===== src/sthc_pkg.sv =====
`default_nettype none
package sthc_pkg;

  localparam int unsigned PosBits = 16;
  localparam int unsigned AdcBits = 10;
  localparam int unsigned CfgBits = 16;
  localparam int unsigned CmdBits = 2;
  localparam int unsigned ModeBits = 2;

  localparam int unsigned InDataBits = 32;
  localparam int unsigned OutDataBits = 24;

  // Command codes carried in the input tuser
  localparam logic [CmdBits-1:0] CMD_TICK = 2'd0;
  localparam logic [CmdBits-1:0] CMD_MOVE = 2'd1;
  localparam logic [CmdBits-1:0] CMD_RECAL = 2'd2;

  // Register indexes
  localparam logic [1:0] REG_STEP_INTERVAL = 2'd0;
  localparam logic [1:0] REG_LOCKOUT_TICKS = 2'd1;
  localparam logic [1:0] REG_LIMIT_THRESHOLD = 2'd2;

  // Mode codes as reported on the result
  localparam logic [ModeBits-1:0] MODE_CODE_CAL = 2'd0;
  localparam logic [ModeBits-1:0] MODE_CODE_MOVE = 2'd1;
  localparam logic [ModeBits-1:0] MODE_CODE_DONE = 2'd2;

  localparam logic [CfgBits-1:0] STEP_INTERVAL_RST = 16'd1;
  localparam logic [CfgBits-1:0] LOCKOUT_TICKS_RST = 16'd200;
  localparam logic [AdcBits-1:0] LIMIT_THRESHOLD_RST = 10'd100;

  localparam logic [PosBits-1:0] POS_MAX = {PosBits{1'b1}};

  typedef enum logic [2:0] {
    MODE_CAL  = 3'b001,
    MODE_MOVE = 3'b010,
    MODE_DONE = 3'b100
  } mode_t;

  typedef struct packed {
    logic               move_rejected;
    logic [PosBits-1:0] position;
    logic [ModeBits-1:0] mode;
    logic               step_forward;
    logic               step_pulse;
  } result_t;

  function automatic logic [PosBits-1:0] sat_inc(input logic [PosBits-1:0] v);
    sat_inc = (v == POS_MAX) ? POS_MAX : v + 1'b1;
  endfunction

  function automatic logic [ModeBits-1:0] mode_code(input mode_t m);
    unique case (m)
      MODE_CAL:  mode_code = MODE_CODE_CAL;
      MODE_MOVE: mode_code = MODE_CODE_MOVE;
      MODE_DONE: mode_code = MODE_CODE_DONE;
      default:   mode_code = MODE_CODE_CAL;
    endcase
  endfunction

endpackage
`default_nettype wire


===== src/stepper_traverse_homing_controller.sv =====
`default_nettype none
// Channel   Dir  Handshake          Payload
// s_*       in   s_tvalid/s_tready  tuser: cmd; tdata: target, limit_level
// m_*       out  m_tvalid/m_tready  tdata: step_pulse, step_forward, mode, position,
//                                   move_rejected
// cfg_*     in   cfg_we             cfg_index selects register, cfg_data is the value
//
// One beat per clock while s_tready is high. The controller state and result are
// computed from the accepted beat in one pass and registered in the output register,
// or in the skid register behind it while the output is stalled, so one more beat
// is taken while m_tready is low; s_tready drops only once both registers are full.
// rst (synchronous) restores the registers and the calibrating state.
module stepper_traverse_homing_controller (
  input  wire logic                              clk,
  input  wire logic                              rst,
  input  wire logic                              s_tvalid,
  output logic                                   s_tready,
  // [15:0] target, [25:16] limit_level, [31:26] zero
  input  wire logic [sthc_pkg::InDataBits-1:0]   s_tdata,
  // [1:0] cmd
  input  wire logic [sthc_pkg::CmdBits-1:0]      s_tuser,
  output logic                                   m_tvalid,
  input  wire logic                              m_tready,
  // [0] step_pulse, [1] step_forward, [3:2] mode, [19:4] position,
  // [20] move_rejected, [23:21] zero
  output logic [sthc_pkg::OutDataBits-1:0]       m_tdata,
  input  wire logic                              cfg_we,
  input  wire logic [1:0]                        cfg_index,
  input  wire logic [sthc_pkg::CfgBits-1:0]      cfg_data
);
  import sthc_pkg::*;

  // Configuration
  logic [CfgBits-1:0] step_interval;
  logic [CfgBits-1:0] lockout_ticks;
  logic [AdcBits-1:0] limit_threshold;

  // Controller state
  mode_t              mode_reg, mode_reg_next;
  logic               moving_forward, moving_forward_next;
  logic               edge_found, edge_found_next;
  logic [PosBits-1:0] position_reg, position_reg_next;
  logic [PosBits-1:0] target_position, target_position_next;
  logic [PosBits-1:0] travel_length, travel_length_next;
  logic [CfgBits-1:0] step_wait, step_wait_next;
  logic [CfgBits-1:0] lockout_wait, lockout_wait_next;
  logic               lockout_active, lockout_active_next;

  // Output register and skid register
  result_t out_res, skid_res, res_next;
  logic    out_valid, skid_valid;

  logic [CmdBits-1:0] cmd;
  logic [PosBits-1:0] target;
  logic [AdcBits-1:0] limit_level;
  logic               accept, pop;
  logic               lock_mid, hit;
  logic               pulse, fwd, rejected;
  logic [PosBits-1:0] travel_inc;

  assign cmd         = s_tuser;
  assign target      = s_tdata[PosBits-1:0];
  assign limit_level = s_tdata[PosBits +: AdcBits];

  assign s_tready = !skid_valid;
  assign accept   = s_tvalid && s_tready;
  assign pop      = out_valid && m_tready;

  assign m_tvalid = out_valid;
  assign m_tdata  = {{(OutDataBits - $bits(result_t)){1'b0}}, out_res};

  always_ff @(posedge clk) begin
    if (rst) begin
      step_interval   <= STEP_INTERVAL_RST;
      lockout_ticks   <= LOCKOUT_TICKS_RST;
      limit_threshold <= LIMIT_THRESHOLD_RST;
    end else if (cfg_we) begin
      unique case (cfg_index)
        REG_STEP_INTERVAL:   step_interval   <= cfg_data;
        REG_LOCKOUT_TICKS:   lockout_ticks   <= cfg_data;
        REG_LIMIT_THRESHOLD: limit_threshold <= cfg_data[AdcBits-1:0];
        default: ;  // no register here, drop the write
      endcase
    end
  end

  // One pass over the accepted beat
  always_comb begin
    mode_reg_next        = mode_reg;
    moving_forward_next  = moving_forward;
    edge_found_next      = edge_found;
    position_reg_next    = position_reg;
    target_position_next = target_position;
    travel_length_next   = travel_length;
    step_wait_next       = step_wait;
    lockout_wait_next    = lockout_wait;
    lockout_active_next  = lockout_active;
    pulse                = 1'b0;
    fwd                  = 1'b0;
    rejected             = 1'b0;
    lock_mid             = lockout_active;
    hit                  = 1'b0;
    travel_inc           = sat_inc(travel_length);

    unique case (cmd)
      CMD_TICK: begin
        // Age the lockout before the switch is looked at on this tick
        if (lockout_active) begin
          if (lockout_wait >= lockout_ticks) begin
            lock_mid = 1'b0;
          end else begin
            lockout_wait_next = lockout_wait + 1'b1;
          end
        end
        lockout_active_next = lock_mid;

        if (step_wait >= step_interval) begin
          step_wait_next = '0;
          unique case (mode_reg)
            MODE_CAL: begin
              pulse = 1'b1;
              fwd   = moving_forward;
              if (edge_found) begin
                travel_length_next = travel_inc;
                position_reg_next  = sat_inc(position_reg);
              end
              hit = (limit_level > limit_threshold) && !lock_mid;
              if (hit) begin
                lockout_active_next = 1'b1;
                lockout_wait_next   = '0;
                if (edge_found) begin
                  // Second edge: travel is measured, head for mid-travel
                  mode_reg_next        = MODE_MOVE;
                  target_position_next = travel_inc >> 1;
                end
                edge_found_next     = 1'b1;
                moving_forward_next = !moving_forward;
              end
            end
            MODE_MOVE: begin
              if (target_position == position_reg) begin
                mode_reg_next = MODE_DONE;
              end else if (target_position > position_reg) begin
                pulse             = 1'b1;
                fwd               = 1'b1;
                position_reg_next = sat_inc(position_reg);
              end else begin
                pulse             = 1'b1;
                position_reg_next = position_reg - 1'b1;
              end
            end
            MODE_DONE: ;
            default: ;
          endcase
        end else begin
          step_wait_next = step_wait + 1'b1;
        end
      end
      CMD_MOVE: begin
        if (mode_reg != MODE_CAL && travel_length != '0 && target <= travel_length) begin
          target_position_next = target;
          mode_reg_next        = MODE_MOVE;
        end else begin
          rejected = 1'b1;
        end
      end
      CMD_RECAL: begin
        mode_reg_next       = MODE_CAL;
        moving_forward_next = 1'b0;
        edge_found_next     = 1'b0;
        position_reg_next   = '0;
        travel_length_next  = '0;
      end
      default: ;  // unused command, no effect
    endcase

    res_next.step_pulse    = pulse;
    res_next.step_forward  = fwd;
    res_next.mode          = mode_code(mode_reg_next);
    res_next.position      = position_reg_next;
    res_next.move_rejected = rejected;
  end

  always_ff @(posedge clk) begin
    if (rst) begin
      mode_reg        <= MODE_CAL;
      moving_forward  <= 1'b0;
      edge_found      <= 1'b0;
      position_reg    <= '0;
      target_position <= '0;
      travel_length   <= '0;
      step_wait       <= '0;
      lockout_wait    <= '0;
      lockout_active  <= 1'b0;
    end else if (accept) begin
      mode_reg        <= mode_reg_next;
      moving_forward  <= moving_forward_next;
      edge_found      <= edge_found_next;
      position_reg    <= position_reg_next;
      target_position <= target_position_next;
      travel_length   <= travel_length_next;
      step_wait       <= step_wait_next;
      lockout_wait    <= lockout_wait_next;
      lockout_active  <= lockout_active_next;
    end
  end

  // Output register with skid: hold a result in skid while the output is stalled
  always_ff @(posedge clk) begin
    if (rst) begin
      out_valid  <= 1'b0;
      skid_valid <= 1'b0;
    end else if (skid_valid) begin
      if (pop) begin
        out_valid  <= 1'b1;
        skid_valid <= 1'b0;
      end
    end else if (accept) begin
      if (!out_valid || pop) begin
        out_valid <= 1'b1;
      end else begin
        skid_valid <= 1'b1;
      end
    end else if (pop) begin
      out_valid <= 1'b0;
    end
  end

  always_ff @(posedge clk) begin
    if (skid_valid) begin
      if (pop) begin
        out_res <= skid_res;
      end
    end else if (accept) begin
      if (!out_valid || pop) begin
        out_res <= res_next;
      end else begin
        skid_res <= res_next;
      end
    end
  end

endmodule
`default_nettype wire

===== config.mk =====
export PLATFORM = sky130hd
export DESIGN_NAME = stepper_traverse_homing_controller
export DESIGN_NICKNAME = d
export VERILOG_FILES = /design/src/sthc_pkg.sv /design/src/stepper_traverse_homing_controller.sv
export SDC_FILE = /design/constraint.sdc
export NUM_CORES = 1
export LEC_CHECK = 0
export BUFFER_PORTS_ARGS = -buffer_cell sky130_fd_sc_hd__buf_2
export CORE_ASPECT_RATIO = 0.7
export CORE_MARGIN = 2
export CORE_UTILIZATION = 61
export CTS_CLUSTER_DIAMETER = 50
export DETAILED_ROUTE_END_ITERATION = 10
export GPL_ROUTABILITY_DRIVEN = 0
export GPL_TIMING_DRIVEN = 1
export PLACE_DENSITY = 0.81
export SETUP_SLACK_MARGIN = 0.3
export SLEW_MARGIN = 20
export SYNTH_ARGS = -nofsm -noshare
export SYNTH_HDL_FRONTEND = slang
export SYNTH_SLANG_ARGS = --single-unit

===== constraint.sdc =====
create_clock -name clk -period 4.4 [get_ports clk]
set_input_delay 0.66 -clock clk [delete_from_list [all_inputs] [get_ports clk]]
set_output_delay 0.66 -clock clk [all_outputs]
set_load 0.005 [all_outputs]

* After elaboration in Yosys (flattened, before gate mapping)
Index checks and enable logic that the tools add are counted.
Storage, ports and cells: flip-flop bits (word level) 172, logic and storage cells 153
Cells by class: add/sub/neg operators 5, magnitude comparators 5, eq/ne operators 19, muxes and demuxes 70, bitwise operators 2, reductions and logical operators 28
Operators with widths (number):
- 2-to-1 mux 16 bit | 20
- one-hot mux 16 bit (2 select lines) | 4
- 2-to-1 mux 21 bit | 4
- adder 16 x 1 -> 16 bit, second input constant | 4
- equality test 16 bit, second input constant | 2
- greater-or-equal comparator 16 bit | 2
- 2-to-1 mux 1 bit | 30
- equality test 16 bit | 1
- > comparator 16 bit | 1
- less-or-equal comparator 16 bit | 1
- nonzero test 16 bit | 1
- subtractor 16 x 1 -> 16 bit, second input constant | 1
- 2-to-1 mux 3 bit | 5
- > comparator 10 bit | 1
- AND reduction 5 bit | 2
- nonzero test 2 bit | 5
- one-hot mux 3 bit (3 select lines) | 1
- AND reduction 3 bit | 3
- != test 2 bit, second input constant | 4
- one-hot mux 1 bit (2 select lines) | 4
- AND reduction 2 bit | 4
- AND reduction 7 bit | 1
- equality test 3 x 2 -> 1 bit, second input constant | 2
- one-hot mux 3 bit (2 select lines) | 1
- other kinds (13) | 25

* Longest topological paths before layout
word-level depth 15, mapped depth 11, depth with buffers taken out 9

* Worst setup path after synthesis
Ideal clock, no wire load.
kind reg2reg, start point register position_reg[2], end point register out_res, in the netlist m_tdata[16] (data pin), library setup time 0.261 ns, data arrival time 2.859 ns, required time 4.139 ns, setup slack 1.280 ns, stages on the path, launching flop included 12, buffers on the path 2, clock period less this slack 3.120 ns, path through dfxtp_1 > clkbuf_1 > inv_1 > ha_1 > a21oi_1 > o221ai_1 > a221oi_2 > clkbuf_1 > a211oi_1 > a211oi_1 > o31ai_1 > a221o_1
Between the ends: longest elaborated chain between the ends 10
RTL lines:
- from (decl) | RTL line stepper_traverse_homing_controller.sv:42 | logic [PosBits-1:0] position_reg, position_reg_next;
- from (signal assigned) | RTL line stepper_traverse_homing_controller.sv:199 | position_reg <= position_reg_next;
- adder 16 x 1 -> 16 bit / equality test 16 bit (equally long branches) | RTL line sthc_pkg.sv:49 | sat_inc = (v == POS_MAX) ? POS_MAX : v + 1'b1;
- 2-to-1 mux 16 bit | RTL line sthc_pkg.sv:49
- 2-to-1 mux 16 bit | RTL line stepper_traverse_homing_controller.sv:143 | end else if (target_position > position_reg) begin
- 2-to-1 mux 16 bit | RTL line stepper_traverse_homing_controller.sv:141 | if (target_position == position_reg) begin
- one-hot mux 16 bit (2 select lines) (*) | RTL line stepper_traverse_homing_controller.sv:119 | unique case (mode_reg)
- 2-to-1 mux 16 bit (*) | RTL line stepper_traverse_homing_controller.sv:117 | if (step_wait >= step_interval) begin
- one-hot mux 16 bit (2 select lines) (*) | RTL line stepper_traverse_homing_controller.sv:105 | unique case (cmd)
- 2-to-1 mux 21 bit (*) | RTL line stepper_traverse_homing_controller.sv:235 | if (!out_valid || pop) begin
- 2-to-1 mux 21 bit (*) | RTL line stepper_traverse_homing_controller.sv:234 | end else if (accept) begin
- 2-to-1 mux 21 bit (*) | RTL line stepper_traverse_homing_controller.sv:230 | if (skid_valid) begin
- to (signal assigned) | RTL line stepper_traverse_homing_controller.sv:232 | out_res <= skid_res;
- to (signal assigned) | RTL line stepper_traverse_homing_controller.sv:236 | out_res <= res_next;
- to (decl) | RTL line stepper_traverse_homing_controller.sv:50 | result_t out_res, skid_res, res_next;
Mark *: on every way between the ends. The rest lies on a longest branch, timed or not. The select of a mux whose other input is x is not followed. A chain may end at the register's enable or synchronous reset.

* Worst setup path in the final report
start point register position_reg[9], end point register out_res, in the netlist m_tdata[12] (data pin)
Between the ends: longest elaborated chain between the ends 10
RTL lines (RTL line):
- branches (longest 4 deep; another with > comparator 16 bit)
- one-hot mux 16 bit (2 select lines) (*) | stepper_traverse_homing_controller.sv:119
- 2-to-1 mux 16 bit (*) | stepper_traverse_homing_controller.sv:117
- one-hot mux 16 bit (2 select lines) (*) | stepper_traverse_homing_controller.sv:105
- 2-to-1 mux 21 bit (*) | stepper_traverse_homing_controller.sv:235
- 2-to-1 mux 21 bit (*) | stepper_traverse_homing_controller.sv:234
- 2-to-1 mux 21 bit (*) | stepper_traverse_homing_controller.sv:230
Every way passes the cells marked *. The select of a mux whose other input is x is not followed.

==> impl_metrics.tcl <==
set metrics [dict create \
    switching_share 0.269 \
    ys_seq_area_frac 0.353 \
    cts_resized 0 \
    synthFlopType "dfxtp_1" \
    crit_path_start_kind "register" \
    relSlewSlack 0.313 \
    seqPwrFrac 0.469 \
    fmax_ghz 0.252 \
    setup_violations 0 \
    rrSetupSlack_ns 0.42 \
    crit_fanout 10 \
    ctsHoldBuffers 0 \
    worstPathArrival_ns 4.28 \
    fp.coreArea_sq_mm 0.0174 \
    drive_gt1_frac 0.119 \
    synth_seq_cells 172 \
    grt_max_degree 86 \
    initial_core_util 0.631 \
    wl_per_cell_um 19.3 \
    die_h_um 116 \
    mappedNetlistArea_sq_mm 0.0110 \
    n_antenna_cell 0 \
    yosysUniqueCellTypes 95 \
    drt-initial-drc-count 1426 \
    combPwrFrac 0.101 \
    cpPeakStageDelay_ns 0.82 \
    powerDensity_mw_per_mm2 296 \
    drt_first_pass_iters 7 \
    wl_um 31200 \
    area_growth_pct 10.2 \
    rsz0062_at_grt "no" \
    clock_latency_ns 0.44 \
    portBuffers 73 \
    required_ns 4.70 \
    antenna_left 0 \
    leakage_uw 0.00467 \
    syn_area_per_cell_sq_um 8.25 \
    cts_tree "yes" \
    cts_root_buf "clkbuf_16" \
    routed_via_density 6.52 \
    cts_buffer_depth 2 \
    critPathMostFrequentCell "a211oi_1" \
    status "complete, no violations" \
    peakVddDrop_mv 0.226 \
    cts_sinks 172 \
    yosysWarnings 0 \
    pin_count 83 \
    cap_violations 0 \
    final_cell_mix "176 x nand2_1, 130 x dfxtp_1, 110 x a21oi_1" \
    synth_edf_count 42 \
    tightest_slew_ns 1.02 \
    tns_ns 0 \
    hold_viol 0 \
    fin_crit_sh 0.904 \
    stdcell_count 1612 \
    critPathKind "reg2reg" \
    placementRows 40 \
    maxSlewViolCount 0 \
    p_clk_frac 0.430 \
    nNetsFinal 1505 \
    grt_pass1_vias 9435 \
    htreeDepth 4 \
    grt_pass1_wl_um 48900 \
    hp-class "in2reg" \
    p_int_uw 2620 \
    placed_cells 1580 \
    die_w_um 164 \
    grt_use_total 0.330 \
    dieArea_sq_mm 0.0191 \
    finalClockSkew_ns 0.00936 \
    dp_hpwl_um 23000 \
    crit_path_end_kind "register" \
    grt_overflow_total 0 \
    critical_path.slowest_cell "o311ai_1" \
    cts.clk_slew.worst_paths_ns 0.07 \
    cts_setup_buffers 0 \
    syn_inst 1329 \
    power.switching_uw 961 \
    vias 10500 \
    mostFrequentLayoutCell "nand2_1" \
    path_cells "inv_1 -> ha_1 -> a211oi_1 -> o21ai_0 -> a211oi_1 -> nand2_1 -> o311ai_1 -> a221o_1" \
    cts_made_buffers 17 \
    synth-async-reset-ratio 0 \
    drc 0 \
    fin_crit_ns 3.98 \
    antenna_found_initial 0 \
    fillCellCount 1380 \
]
[cells in the mapped netlist (all sizes together) (14+ instances only)]
| cell type | n | share of area |
|---|---|---|
| a21oi | 114 | 0.053 |
| nor3 | 32 | 0.016 |
| clkbuf | 59 | 0.020 |
| o211ai | 23 | 0.016 |
| and2 | 24 | 0.014 |
| nor2 | 90 | 0.031 |
| buf | 15 | 0.0078 |
| nor4 | 14 | 0.011 |
| xor2 | 27 | 0.022 |
| a31oi | 18 | 0.012 |
| nand4 | 41 | 0.023 |
| o21ai | 56 | 0.026 |
| ha | 80 | 0.091 |
| edfxtp | 42 | 0.12 |
| nand3 | 42 | 0.019 |
| a211oi | 25 | 0.018 |
| and3 | 19 | 0.011 |
| nand2 | 176 | 0.060 |
| xnor2 | 17 | 0.014 |
| inv | 90 | 0.031 |
| dfxtp | 130 | 0.24 |
[layer usage]
metal,vias to the layer above,part of all wire,track usage
li1,4935,-,-
met1,4845,0.45,0.481
met2,654,0.39,0.455
met3,81,0.13,0.121
met4,0,0.024,0.0953
met5,-,0,0
[area by class of cell]
type | count | area, sq um | share of cell area
clock buffers | 19 | 458 | 0.0379
clock inverters | 13 | 144 | 0.0119
inverters | 90 | 338 | 0.0280
multi-input cells | 995 | 6470 | 0.536
flip-flops and latches | 172 | 3860 | 0.320
well taps | 231 | 289 | 0.0239
repair buffers | 92 | 508 | 0.0421
[worst paths after layout]
kind	cells after the start	end	startpoint
max	8	m_tdata[12]	position_reg[9]
min	2	skid_valid	m_tready
max reg2reg	8	m_tdata[12]	position_reg[9]
min reg2reg	2	lockout_ticks[1]	lockout_ticks[1]
[metrics by stage]
stage | total power [uW] | setup slack [ns] | util | hold WS [ns] | cell area (sq um)
3_5_place_dp | 2060 | 0.801 | 0.660 | 0.447 | 11500
6_report | 3580 | 0.424 | 0.695 | 0.430 | 12100
5_1_grt | 3690 | 0.392 | 0.695 | 0.424 | 12100
2_1_floorplan | 1930 | 1.28 | - | 0.436 | 11000
4_1_cts | 3580 | 0.737 | 0.695 | 0.422 | 12100
3_3_place_gp | 2050 | 0.862 | 0.660 | 0.443 | 11500
[power groups by stage]
stage | logic (uW) | registers (uW) | clock network, uW
after floorplan | 220 | 1710 | 0
after global placement | 337 | 1710 | 0
after detailed placement | 346 | 1710 | 0
after CTS | 349 | 1680 | 1550
after global routing | 390 | 1680 | 1620
final | 361 | 1680 | 1540
[kinds of logic after synthesis]
family | Yosys count | share of synthesized area
AND/OR/NAND/NOR | 494 | 0.223
AO/OA/AOI/OAI | 357 | 0.222
flip-flops | 172 | 0.353
buffers and inverters | 164 | 0.0588
adder cells (fa/ha/maj) | 80 | 0.0913
XOR/XNOR | 44 | 0.0352
multiplexers | 17 | 0.0169
other | 1 | 0.000342
[worst max-delay path: cells and delay by family (launching register included)]
| family | cells | cell delay, ns |
|---|---|---|
| DFF | 1 | 0.58 |
| AOI/OAI and AO/OA | 5 | 2.23 |
| adders and majority gates | 1 | 0.36 |
| and+or+nand+nor | 1 | 0.41 |
| buffers and inverters | 1 | 0.25 |
Power figures use the tool's default switching activity.
